$ cat config.mk
export PLATFORM = sky130hd
export DESIGN_NAME = quoted_printable_stream_decoder
export DESIGN_NICKNAME = d
export VERILOG_FILES = /design/src/hw/rtl/qpd_pkg.sv /design/src/hw/rtl/qpd_step.sv /design/src/hw/rtl/quoted_printable_stream_decoder.sv
export SDC_FILE = /design/constraint.sdc
export NUM_CORES = 1
export LEC_CHECK = 0
export ABC_CLOCK_PERIOD_IN_PS = 7000
export BUFFER_PORTS_ARGS = -buffer_cell sky130_fd_sc_hd__buf_4
export CAP_MARGIN = 20
export CORE_MARGIN = 2
export CORE_UTILIZATION = 45
export CTS_BUF_LIST = sky130_fd_sc_hd__clkbuf_4
export CTS_CLUSTER_SIZE = 40
export DETAILED_ROUTE_END_ITERATION = 16
export PLACE_DENSITY = 0.65
export SYNTH_ARGS = -nofsm -noshare
export SYNTH_HDL_FRONTEND = slang
export SYNTH_SLANG_ARGS = --single-unit
$ cat constraint.sdc
create_clock -name i_clk -period 7 [get_ports i_clk]
set_input_delay 0 -clock i_clk [delete_from_list [all_inputs] [get_ports i_clk]]
set_output_delay 0 -clock i_clk [all_outputs]
set_load 0.01 [all_outputs]
$ cat src/hw/rtl/qpd_pkg.sv
// Shared types, character codes and hex helpers for the quoted-printable decoder.
`timescale 1ns / 1ps

package qpd_pkg;

    localparam logic [7:0] CH_EQ = 8'h3D;
    localparam logic [7:0] CH_LF = 8'h0A;
    localparam logic [7:0] CH_CR = 8'h0D;

    // Result queue depth and pointer width (pointer wraps naturally).
    localparam int unsigned QUEUE_DEPTH = 4;
    localparam int unsigned PTR_W       = 2;
    localparam int unsigned CNT_W       = 3;
    // Most results one input transaction can release.
    localparam int unsigned MAX_RES     = 3;

    typedef enum logic [1:0] {
        PH_IDLE    = 2'd0,
        PH_EQ      = 2'd1,
        PH_EQ_CR   = 2'd2,
        PH_EQ_HEX  = 2'd3
    } t_phase;

    typedef struct packed {
        logic [7:0] in_byte;
        logic       in_last;
    } t_in;

    typedef struct packed {
        logic [7:0] out_byte;
        logic       out_valid;
        logic       run_last;
        logic       body_end;
        logic       bad_escape;
    } t_out;

    typedef struct packed {
        t_phase     phase;
        logic [7:0] held;
        logic       err;
    } t_state;

    typedef struct packed {
        logic [1:0]           count;
        t_out [MAX_RES-1:0]   item;
        t_state               next;
    } t_step;

    function automatic logic is_hex(input logic [7:0] c);
        is_hex = (c >= 8'h30 && c <= 8'h39) ||
                 (c >= 8'h41 && c <= 8'h46) ||
                 (c >= 8'h61 && c <= 8'h66);
    endfunction

    function automatic logic [3:0] hex_val(input logic [7:0] c);
        logic [7:0] v;
        v = 8'h00;
        if (c >= 8'h30 && c <= 8'h39) begin
            v = c - 8'h30;
        end else if (c >= 8'h41 && c <= 8'h46) begin
            v = c - 8'h37;
        end else if (c >= 8'h61 && c <= 8'h66) begin
            v = c - 8'h57;
        end
        hex_val = v[3:0];
    endfunction

endpackage

$ cat src/hw/rtl/qpd_step.sv
// Combinational decode of one byte: next escape state and up to three results.
`timescale 1ns / 1ps

module qpd_step (
    input  qpd_pkg::t_state i_state,
    input  qpd_pkg::t_in    i_in,
    input  logic            i_strict_mode,
    output qpd_pkg::t_step  o_step
);

    always_comb begin
        logic [7:0]       c;
        logic             c_eq;
        logic             c_lf;
        logic             c_cr;
        logic             c_hex;
        logic             bad;
        logic             do_plain;
        logic             err_after;
        logic [1:0]       n;
        qpd_pkg::t_phase  np;
        logic [7:0]       nh;
        qpd_pkg::t_out    item [qpd_pkg::MAX_RES];

        c        = i_in.in_byte;
        c_eq     = (c == qpd_pkg::CH_EQ);
        c_lf     = (c == qpd_pkg::CH_LF);
        c_cr     = (c == qpd_pkg::CH_CR);
        c_hex    = qpd_pkg::is_hex(c);
        bad      = 1'b0;
        do_plain = 1'b0;
        n        = 2'd0;
        np       = i_state.phase;
        nh       = i_state.held;
        for (int k = 0; k < qpd_pkg::MAX_RES; k++) begin
            item[k] = '0;
        end

        case (i_state.phase)
            qpd_pkg::PH_IDLE: begin
                do_plain = 1'b1;
            end
            qpd_pkg::PH_EQ: begin
                if (c_lf) begin
                    np = qpd_pkg::PH_IDLE;
                end else if (c_cr) begin
                    nh = c;
                    np = qpd_pkg::PH_EQ_CR;
                end else if (c_hex) begin
                    nh = c;
                    np = qpd_pkg::PH_EQ_HEX;
                end else begin
                    bad = 1'b1;
                    item[n].out_byte  = qpd_pkg::CH_EQ;
                    item[n].out_valid = 1'b1;
                    n = n + 2'd1;
                    np = qpd_pkg::PH_IDLE;
                    do_plain = 1'b1;
                end
            end
            qpd_pkg::PH_EQ_CR: begin
                np = qpd_pkg::PH_IDLE;
                if (!c_lf) begin
                    bad = 1'b1;
                    item[n].out_byte  = qpd_pkg::CH_EQ;
                    item[n].out_valid = 1'b1;
                    n = n + 2'd1;
                    item[n].out_byte  = i_state.held;
                    item[n].out_valid = 1'b1;
                    n = n + 2'd1;
                    do_plain = 1'b1;
                end
            end
            qpd_pkg::PH_EQ_HEX: begin
                np = qpd_pkg::PH_IDLE;
                if (c_hex) begin
                    item[n].out_byte  = {qpd_pkg::hex_val(i_state.held), qpd_pkg::hex_val(c)};
                    item[n].out_valid = 1'b1;
                    n = n + 2'd1;
                end else begin
                    bad = 1'b1;
                    item[n].out_byte  = qpd_pkg::CH_EQ;
                    item[n].out_valid = 1'b1;
                    n = n + 2'd1;
                    item[n].out_byte  = i_state.held;
                    item[n].out_valid = 1'b1;
                    n = n + 2'd1;
                    do_plain = 1'b1;
                end
            end
            default: begin
                np = qpd_pkg::PH_IDLE;
            end
        endcase

        // Byte seen with no escape pending: '=' opens one, anything else passes.
        if (do_plain) begin
            if (c_eq) begin
                np = qpd_pkg::PH_EQ;
            end else begin
                item[n].out_byte  = c;
                item[n].out_valid = 1'b1;
                n = n + 2'd1;
            end
        end

        // End of body flushes a pending escape as literals.
        if (i_in.in_last) begin
            if (np != qpd_pkg::PH_IDLE) begin
                bad = 1'b1;
                item[n].out_byte  = qpd_pkg::CH_EQ;
                item[n].out_valid = 1'b1;
                n = n + 2'd1;
                if (np == qpd_pkg::PH_EQ_CR || np == qpd_pkg::PH_EQ_HEX) begin
                    item[n].out_byte  = nh;
                    item[n].out_valid = 1'b1;
                    n = n + 2'd1;
                end
                np = qpd_pkg::PH_IDLE;
            end
            if (n == 2'd0) begin
                // Empty marker result closes the body.
                n = 2'd1;
            end
        end

        err_after = i_state.err | (bad & i_strict_mode);

        for (int k = 0; k < qpd_pkg::MAX_RES; k++) begin
            item[k].bad_escape = err_after;
            item[k].run_last   = (n == 2'(k + 1));
            item[k].body_end   = (n == 2'(k + 1)) & i_in.in_last;
        end

        o_step.count      = n;
        o_step.next.phase = np;
        o_step.next.held  = nh;
        o_step.next.err   = i_in.in_last ? 1'b0 : err_after;
        for (int k = 0; k < qpd_pkg::MAX_RES; k++) begin
            o_step.item[k] = item[k];
        end
    end

endmodule

$ cat src/hw/rtl/quoted_printable_stream_decoder.sv
// Top level of the streaming quoted-printable decoder with its result queue.
`timescale 1ns / 1ps

// Streaming quoted-printable decoder. Takes one encoded body byte per input
// transaction and decodes it in the same cycle; its up to three results are
// registered in a four-entry result queue and leave one per output
// transaction. The input is ready whenever the queue holds at most one
// result, so with a draining consumer the block sustains one byte per cycle
// (a soft break or the first half of an escape gives no result at all). The
// queue's single read port caps the output rate at one result per cycle: a
// failed escape releasing two or three results holds the input off while
// they drain. In strict mode a malformed escape sets bad_escape on that
// byte's results and every later result of the body; the flag clears after
// the body's final result is queued. The user writes strict mode through
// i_cfg_we/i_cfg_wdata only while idle; the block does not enforce this.

module quoted_printable_stream_decoder (
    input  logic           i_clk,
    input  logic           i_rst_n,
    // configuration
    input  logic           i_cfg_we,
    input  logic           i_cfg_wdata,
    // encoded byte input
    input  logic           i_in_valid,
    output logic           o_in_ready,
    input  qpd_pkg::t_in   i_in,
    // decoded result output
    output logic           o_out_valid,
    input  logic           i_out_ready,
    output qpd_pkg::t_out  o_out
);

    logic                               r_strict_mode;
    qpd_pkg::t_state                    r_state;
    qpd_pkg::t_out                      r_queue [qpd_pkg::QUEUE_DEPTH];
    logic [qpd_pkg::PTR_W-1:0]          r_wr_ptr;
    logic [qpd_pkg::PTR_W-1:0]          r_rd_ptr;
    logic [qpd_pkg::CNT_W-1:0]          r_count;
    logic [qpd_pkg::CNT_W-1:0]          n_count;

    qpd_pkg::t_step                     step;
    logic                               in_xact;
    logic                               out_xact;
    logic [qpd_pkg::CNT_W-1:0]          push_cnt;

    // Decode logic sits between the input port and the queue registers.
    qpd_step u_step (
        .i_state       (r_state),
        .i_in          (i_in),
        .i_strict_mode (r_strict_mode),
        .o_step        (step)
    );

    // Room for a worst-case batch of results, judged from registered fill only.
    assign o_in_ready  = (r_count <= qpd_pkg::CNT_W'(qpd_pkg::QUEUE_DEPTH - qpd_pkg::MAX_RES));
    assign in_xact     = i_in_valid & o_in_ready;
    assign o_out_valid = (r_count != '0);
    assign out_xact    = o_out_valid & i_out_ready;
    assign o_out       = r_queue[r_rd_ptr];

    assign push_cnt = in_xact ? qpd_pkg::CNT_W'(step.count) : '0;
    assign n_count  = r_count + push_cnt - qpd_pkg::CNT_W'(out_xact);

    always_ff @(posedge i_clk) begin
        if (!i_rst_n) begin
            r_strict_mode <= 1'b0;
        end else if (i_cfg_we) begin
            r_strict_mode <= i_cfg_wdata;
        end
    end

    // Escape state advances only on an accepted byte.
    always_ff @(posedge i_clk) begin
        if (!i_rst_n) begin
            r_state.phase <= qpd_pkg::PH_IDLE;
            r_state.held  <= '0;
            r_state.err   <= 1'b0;
        end else if (in_xact) begin
            r_state <= step.next;
        end
    end

    // Queue payload: no reset needed.
    always_ff @(posedge i_clk) begin
        if (in_xact) begin
            for (int k = 0; k < qpd_pkg::MAX_RES; k++) begin
                if (2'(k) < step.count) begin
                    r_queue[r_wr_ptr + qpd_pkg::PTR_W'(k)] <= step.item[k];
                end
            end
        end
    end

    always_ff @(posedge i_clk) begin
        if (!i_rst_n) begin
            r_wr_ptr <= '0;
            r_rd_ptr <= '0;
            r_count  <= '0;
        end else begin
            r_wr_ptr <= r_wr_ptr + push_cnt[qpd_pkg::PTR_W-1:0];
            r_rd_ptr <= r_rd_ptr + qpd_pkg::PTR_W'(out_xact);
            r_count  <= n_count;
        end
    end

    // Queue never overfills.
    a_no_overflow: assert property (@(posedge i_clk) disable iff (!i_rst_n)
        r_count <= qpd_pkg::CNT_W'(qpd_pkg::QUEUE_DEPTH))
        else $error("result queue overflow");

    // A body's last byte always yields a result.
    a_last_yields: assert property (@(posedge i_clk) disable iff (!i_rst_n)
        in_xact && i_in.in_last |-> step.count != 2'd0)
        else $error("end of body produced no result");

    // After a body ends, no escape is pending and the error flag is clear.
    a_body_clean: assert property (@(posedge i_clk) disable iff (!i_rst_n)
        in_xact && i_in.in_last |=> r_state.phase == qpd_pkg::PH_IDLE && !r_state.err)
        else $error("state not clean after end of body");

    // Fill drops by one on a pop with no push.
    a_fill_track: assert property (@(posedge i_clk) disable iff (!i_rst_n)
        out_xact && !in_xact |=> r_count == $past(r_count) - 3'd1)
        else $error("fill count mismatch on pop");

endmodule

==> qor.csv, run 1 <==
stage,metric,value,unit
worst_setup_path,RR Startpoint,r_state[9],
worst_setup_path,"slowest stage cell, crit path",a32oi_1,
power,design internal power,831,uW
worst_setup_path,Worst path depth,27,
timing,Max Slew Vio Count,0,
synth,most frequent cell after synthesis,mux2i_1,
cts,Root Driver,clkbuf_4,
place,port bufs,28,
synth,"Primary FF master, synth",edfxtp_1,
worst_setup_path,"slowest stage delay, CP",0.72,ns
synth,fraction of the mapped netlist area in adder cells,0.0516,
power,leak pwr,0.00223,uW
detailed_routing,initial drt markers,445,
floorplanning,die area,12000,um2
power,worst vdd ir,120,uV
global_route,largest net degree at the start of global routing,26,
synth,multiplexer area fraction after synthesis,0.191,
worst_setup_path,Crit Path Max Fanout,12,
layout,layout cell share with drive strength beyond 1,0.177,
detailed_routing,antenna-violating nets left,0,
cts,post-CTS sizing,0,
synth,fraction of registers with async set/reset,0,
global_route,vias in the first global route,3995,
floorplanning,DIE HEIGHT,109,um
floorplanning,row count,38,
cts,TritonCTS Sinks,67,
cts,post-CTS setup repair buffer count,0,
global_route,GR Overflow Total,0,
synth,simple logic cell fraction of the synthesized area,0.150,
floorplanning,I/O pin cnt,29,
synth,synthesized area per cell,10.2,um2
run,total of max-cap violations,0,
global_route,initial antenna violation count,0,
worst_setup_path,Reg2Reg Depth,21,
timing,"Hold Violations, Final",0,
detailed_routing,vias,4171,
synth,Post-synth EDFFs,48,
floorplanning,DIE WIDTH,109,um
worst_setup_path,startpoint class of the critical path,input pin,
place,gpl congestion,0.949,
synth,syn nets,525,
hold_path,Hold Crit Class,input pin to flip-flop,
timing,post-layout min period,6.21,ns
synth,Yosys top cell by area,edfxtp_1,
cts,CTS buffer count,9,
cts,Max Buffers Root-to-Sink,2,
layout,final net count,556,
power,Power Density,215,nW/um2
hold_path,hold path start,i_in_valid,
hold_path,Hold Crit Depth,4,
timing,Fin Clk Skew,0.0338,ns
floorplanning,Starting Density,0.461,
synth,compound-gate portion of the synthesized area,0.193,
power,Sw Ratio,0.308,
global_route,global-route wire length before repair,22200,um
worst_setup_path,Reg2Reg Setup Slack,1.07,ns
synth,mapped cell area,5000,um2
power,sw power,370,uW
timing,Setup-failing EPs final,0,
synth,Post-Synthesis Cells,490,
detailed_routing,drt drc,0,
worst_setup_path,crit path buf inv count,6,
cts,# H-tree levels,3,
synth,largest family of logic cells by synthesized area,compound AO/OA/AOI/OAI gates,
worst_setup_path,reg2reg end,r_count[2],
worst_setup_path,crit path DAT,6.54,ns
synth,Synth Area in XOR/XNOR,0.0105,
synth,sequential area share after synthesis,0.365,
worst_setup_path,crit-path leading delay family,compound AO/OA/AOI/OAI gates,
timing,fmax,161,MHz
worst_setup_path,Crit Path Category,input pin to flip-flop,
timing,Fin Setup TNS,0,ns
synth,Synth top cells by count,"mux2i_1, edfxtp_1, nand2_1",
worst_setup_path,WP data required,7.33,ns
layout,# diodes,0,
place,Detailed Place HPWL,10200,um
global_route,GR Util All Layers,0.246,
synth,Synth Warn #,0,
timing,Worst-Margin Slew,1.07,ns
layout,P&R area growth vs syn,11.8,%
timing,worst rel slew slack,0.280,
timing,final period utilization,0.888,
run_status,status,"finished, final reports clean",
synth,Netlist cell types,75,
power,Sequential Power Share,0.448,
synth,Synth Register Bits,67,
timing,final worst setup slack,0.787,ns
synth,Yosys top cell area share,0.289,
cts,Clock Latency Late Sink,0.45,ns
synth,Area contributors post-synth,"edfxtp_1, mux2i_1, dfxtp_1",
floorplanning,core area,10800,um2
place,DP Worst Slack,0.993,ns
detailed_routing,Via density,6.26,
detailed_routing,final WL,13800,um
cts,clock slew at reported path FFs,0.11,ns
power,Clk pwr share,0.247,
power,Comb pwr share,0.305,
hold_path,worst min-delay path endpoint,r_state[9],
worst_setup_path,Critical Path Sink Type,flip-flop,
cts,TritonCTS clock tree,yes,
detailed_routing,Routed WL per cell,20.7,um
timing,RSZ-0062 raised after global routing,false,
detailed_routing,1st-pass router iterations,5,
## per-stage QoR
step	hold WS [ns]	cells	total power, uW	instance area, um2	util
after floorplan	0.128	490	778	5000	-
after global placement	0.254	637	904	5300	0.489
after detailed placement	0.266	637	914	5300	0.489
after CTS	0.0149	666	1210	5580	0.515
after global routing	0.0341	666	1270	5580	0.515
final	0.0235	666	1200	5580	0.515
## placed cells by master (no fill, tap or decap), types with 11 or more instances in the layout
master,instances
a21oi_1,28
and2_1,17
and3_1,11
buf_4,33
dfxtp_1,19
dlygate4sd3_1,13
edfxtp_1,48
ha_1,19
inv_1,19
mux2_2,11
mux2i_1,55
mux4_2,12
nand2_1,35
nand3_1,12
nor2_1,28
o21ai_0,20
## registers in the layout, summed over array words and instances (netlist names)
register and cells:
r_queue 48, r_state 11, r_count 3, r_rd_ptr 2, r_wr_ptr 2, r_strict_mode 1
## how the worst max path moves through the flow
stage / slack, ns / start / endpoint
floorplan: 1.78 / i_in[1] / r_queue[0][0]
global placement: 1.27 / i_in[1] / r_count[2]
detailed placement: 0.99 / i_in[1] / r_count[2]
CTS: 0.88 / i_in[1] / r_count[2]
global route: 0.25 / i_in[1] / r_count[2]
finish: 0.79 / i_in[1] / r_count[2]
## power groups by stage
stage	logic, uW	registers (uW)	clock network, uW
2_1_floorplan	256	522	0
3_3_place_gp	359	545	0
3_5_place_dp	365	549	0
4_1_cts	370	540	297
5_1_grt	405	547	313
6_report	366	538	297
## area by class of cell
type | instances | area (um2)
multi-input combinational | 377 | 2980
tap | 140 | 175
clock buffer | 10 | 75.1
timing repair buffer | 46 | 378
fill | 1018 | 5260
clock inverter | 6 | 80.1
sequential | 67 | 1820
inverter | 20 | 75.1
## tightest hold or removal path, stage by stage
cell      delay (ns)
buf_4           0.09
nand2_1         0.14
nand2_1         0.11
a21boi_0        0.07
## cells by family (layout without fill, tap and decap cells)
kind of cell,count (synthesis),after routing
adders and majority gates,20,20
AOI/OAI and AO/OA,132,132
buffers and inverters,46,82
muxes,79,79
DFF,67,67
xor gates and xnor gates,6,6
and+or+nand+nor,140,140
## routing by layer
metal / track usage / wire [um] / up-vias
met5: 0 / 0 / -
met1: 0.346 / 6250 / 2023
met3: 0.0421 / 844 / 34
met2: 0.383 / 6390 / 163
li1: - / - / 1951
met4: 0.0877 / 325 / 0
## repair_timing
| action | CTS | global route |
|---|---|---|
| endpoints found under the setup margin | 0 | 0 |
| endpoints found under the hold margin | 19 | 0 |
| hold buffers | 13 | 0 |
Note: power is estimated with default switching activity, not from simulation.
==> inputs of run 2 (changes only) <==
ABC_AREA = 1   (was not set)
==> qor.csv, run 2 <==
stage,metric,value,unit,change
run_status,status,"finished, final reports clean",,unchanged
floorplanning,Starting Density,0.457,,was 0.461
synth,fraction of registers with async set/reset,0,,unchanged
floorplanning,DIE WIDTH,114,um,was 109 um
place,Detailed Place HPWL,12300,um,was 10200 um
detailed_routing,antenna-violating nets left,0,,unchanged
cts,Hold Buf Count CTS,4,,was 13
power,worst vdd ir,110,uV,was 120 uV
cts,Max Buffers Root-to-Sink,2,,unchanged
worst_setup_path,Crit Path Max Fanout,16,,was 12
worst_setup_path,"slowest stage cell, crit path",nand3_1,,was a32oi_1
layout,P&R area growth vs syn,8.00,%,was 11.8%
power,leak pwr,0.00284,uW,was 0.00223 uW
worst_setup_path,crit path buf inv count,2,,was 6
cts,CTS buffer count,9,,unchanged
power,Power Density,223,nW/um2,was 215 nW/um2
cts,Root Driver,clkbuf_4,,unchanged
power,Tot Pwr,1320,uW,was 1200 uW
worst_setup_path,RR Startpoint,r_state[9],,unchanged
place,port bufs,28,,unchanged
cts,TritonCTS Sinks,67,,unchanged
worst_setup_path,Critical Path Sink Type,flip-flop,,unchanged
power,design internal power,820,uW,was 831 uW
cts,TritonCTS clock tree,yes,,unchanged
power,sw power,496,uW,was 370 uW
place,placed cell count,977,,was 637
hold_path,Hold Crit Class,input pin to flip-flop,,unchanged
worst_setup_path,crit-path leading delay family,simple AND/OR/NAND/NOR gates,,was compound AO/OA/AOI/OAI gates
power,Clk pwr share,0.226,,was 0.247
floorplanning,DIE HEIGHT,114,um,was 109 um
synth,Synth Register Bits,67,,unchanged
timing,fmax,228,MHz,was 161 MHz
synth,Yosys top cell by area,edfxtp_1,,unchanged
worst_setup_path,reg2reg end,r_queue[3][6],,was r_count[2]
power,Sequential Power Share,0.424,,was 0.448
hold_path,hold path start,i_in[8],,was i_in_valid
floorplanning,row count,40,,was 38
power,Sw Ratio,0.377,,was 0.308
cts,# H-tree levels,3,,unchanged
synth,"Primary FF master, synth",edfxtp_1,,unchanged
timing,Fin Clk Skew,0.0283,ns,was 0.0338 ns
worst_setup_path,"Cell Chain, Critical Path",nand2_1 > inv_1 > nand2_1 > nand2_1 > inv_1 > ha_1 > nand2_1 > nand2_1 > nand2_2 > ha_1 > nor2_1 > nand2_1 > o21ai_0 > nand2_1 > nand2_2 > a21oi_4 > nand4_1 > nand3_1,,
detailed_routing,1st-pass router iterations,5,,unchanged
cts,post-CTS sizing,0,,unchanged
synth,Area contributors post-synth,"edfxtp_1, nand2_1, nand3_1",,"was edfxtp_1, mux2i_1, dfxtp_1"
run,total of max-cap violations,0,,unchanged
layout,largest registers,"r_queue (48), r_state (11), r_count (3)",,unchanged
global_route,vias in the first global route,4960,,was 3995
floorplanning,I/O pin cnt,29,,unchanged
synth,Synth top cells by count,"nand2_1, nand3_1, inv_1",,"was mux2i_1, edfxtp_1, nand2_1"
layout,"most common cell after layout, fill and taps aside",nand2_1,,was mux2i_1
timing,final period utilization,0.626,,was 0.888
timing,Setup-failing EPs final,0,,unchanged
cts,Clock Latency Late Sink,0.46,ns,was 0.45 ns
worst_setup_path,crit path DAT,4.45,ns,was 6.54 ns
cts,post-CTS setup repair buffer count,0,,unchanged
hold_path,worst min-delay path endpoint,r_queue[1][11],,was r_state[9]
layout,Filler Cell Count,1225,,was 1018
worst_setup_path,startpoint class of the critical path,flip-flop,,was input pin
worst_setup_path,Reg2Reg Setup Slack,2.62,ns,was 1.07 ns
place,gpl congestion,0.977,,was 0.949
hold_path,Hold Crit Depth,5,,was 4
detailed_routing,Routed WL per cell,15.8,um,was 20.7 um
layout,most frequent cells in the layout,"nand2_1, nand3_1, inv_1, o21ai_0, nor2_1",,"was mux2i_1, edfxtp_1, nand2_1, buf_4"
synth,Yosys top cell area share,0.263,,was 0.289
worst_setup_path,"slowest stage delay, CP",0.72,ns,about the same
timing,final worst setup slack,2.62,ns,was 0.787 ns
global_route,largest net degree at the start of global routing,29,,was 26
worst_setup_path,Crit Path Category,flip-flop to flip-flop,,was input pin to flip-flop
synth,Post-synth EDFFs,48,,unchanged
synth,most frequent cell after synthesis,nand2_1,,was mux2i_1
floorplanning,core area,12000,um2,was 10800 um2
layout,Largest Register,r_queue,,unchanged
cts,clock slew at reported path FFs,0.11,ns,about the same
worst_setup_path,Reg2Reg Depth,18,,was 21
synth,Post-Synthesis Cells,829,,was 490
detailed_routing,initial drt markers,406,,was 445
detailed_routing,Via density,5.45,,was 6.26
global_route,global-route wire length before repair,25100,um,was 22200 um
synth,Netlist cell types,41,,was 75
global_route,initial antenna violation count,0,,unchanged
timing,"Hold Violations, Final",0,,unchanged
layout,Util after Layout,0.494,,was 0.515
worst_setup_path,WP data required,7.07,ns,was 7.33 ns
timing,Max Slew Vio Count,0,,unchanged
place,DP Worst Slack,2.61,ns,was 0.993 ns
global_route,GR Util All Layers,0.248,,was 0.246
synth,mapped cell area,5470,um2,was 5000 um2
detailed_routing,final WL,15700,um,was 13800 um
timing,RSZ-0062 raised after global routing,false,,unchanged
detailed_routing,vias,5433,,was 4171
synth,syn nets,864,,was 525
power,Comb pwr share,0.350,,was 0.305
timing,Fin Setup TNS,0,ns,unchanged
layout,layout cell share with drive strength beyond 1,0.104,,was 0.177
synth,synthesized area per cell,6.60,um2,was 10.2 um2
timing,worst rel slew slack,0.409,,was 0.280
layout,max reg flops,48,,unchanged
timing,post-layout min period,4.38,ns,was 6.21 ns
floorplanning,die area,13100,um2,was 12000 um2
synth,Synth Warn #,0,,unchanged
timing,Worst-Margin Slew,0.885,ns,was 1.07 ns
layout,Non-Filler Instances,997,,was 666
synth,sequential area share after synthesis,0.333,,was 0.365
layout,# diodes,0,,unchanged
worst_setup_path,Most common cell on crit path,nand2_1,,
layout,final net count,880,,was 556
global_route,GR Overflow Total,0,,unchanged
detailed_routing,drt drc,0,,unchanged
## run 2: tightest hold or removal path: cells and delay by family
family,cells,cell delay (ns)
buffers and inverters,2,0.26
AND/OR/NAND/NOR,3,0.20
## run 2: area by class of cell
class | count | area [um2] | area share
Multi-Input combinational cell | 648 | 3160 | 0.535
Inverter | 87 | 329 | 0.0557
Clock inverter | 5 | 77.6 | 0.0131
Clock buffer | 11 | 82.6 | 0.0140
Sequential cell | 67 | 1820 | 0.308
Tap cell | 147 | 184 | 0.0311
Timing Repair Buffer | 32 | 250 | 0.0423
## run 2: per-layer routing
| metal | wire length (um) | track usage |
|---|---|---|
| met1 | 6800 | 0.319 |
| met2 | 7450 | 0.408 |
| met3 | 927 | 0.0408 |
| met4 | 535 | 0.118 |
| met5 | 0 | 0 |
## run 2: how the worst max path moves through the flow
stage,start,end,slack [ns],cells after the start
floorplan,i_in[2],r_count[2],3.21,31
global placement,i_in[1],r_queue[3][6],2.79,23
detailed placement,i_in[1],r_count[2],2.61,30
CTS,r_state[9],r_count[2],2.69,25
global route,r_state[9],r_queue[3][6],2.28,18
finish,r_state[9],r_queue[3][6],2.62,18
## run 2: cells by family (layout without fill, tap and decap cells)
logic type	after synthesis	in the layout	share of synthesized area
AOI/OAI and AO/OA	105	105	0.108
xor gates and xnor gates	3	3	0.00480
adders and majority gates	20	20	0.0471
and+or+nand+nor	520	520	0.418
DFF	67	67	0.333
buffers and inverters	114	135	0.0887
## run 2: power by group through the flow
stage	Clock [uW]	Combinational, uW	Sequential, uW
2_1_floorplan	0	318	537
3_3_place_gp	0	445	566
3_5_place_dp	0	459	567
4_1_cts	306	464	558
5_1_grt	318	521	568
6_report	297	461	558
## run 2: through the flow
step / cell area (um2) / hold slack, ns
6_report: 5910 / 0.123
5_1_grt: 5910 / 0.122
4_1_cts: 5910 / 0.0569
3_5_place_dp: 5710 / 0.191
3_3_place_gp: 5710 / 0.187
2_1_floorplan: 5470 / 0.0946
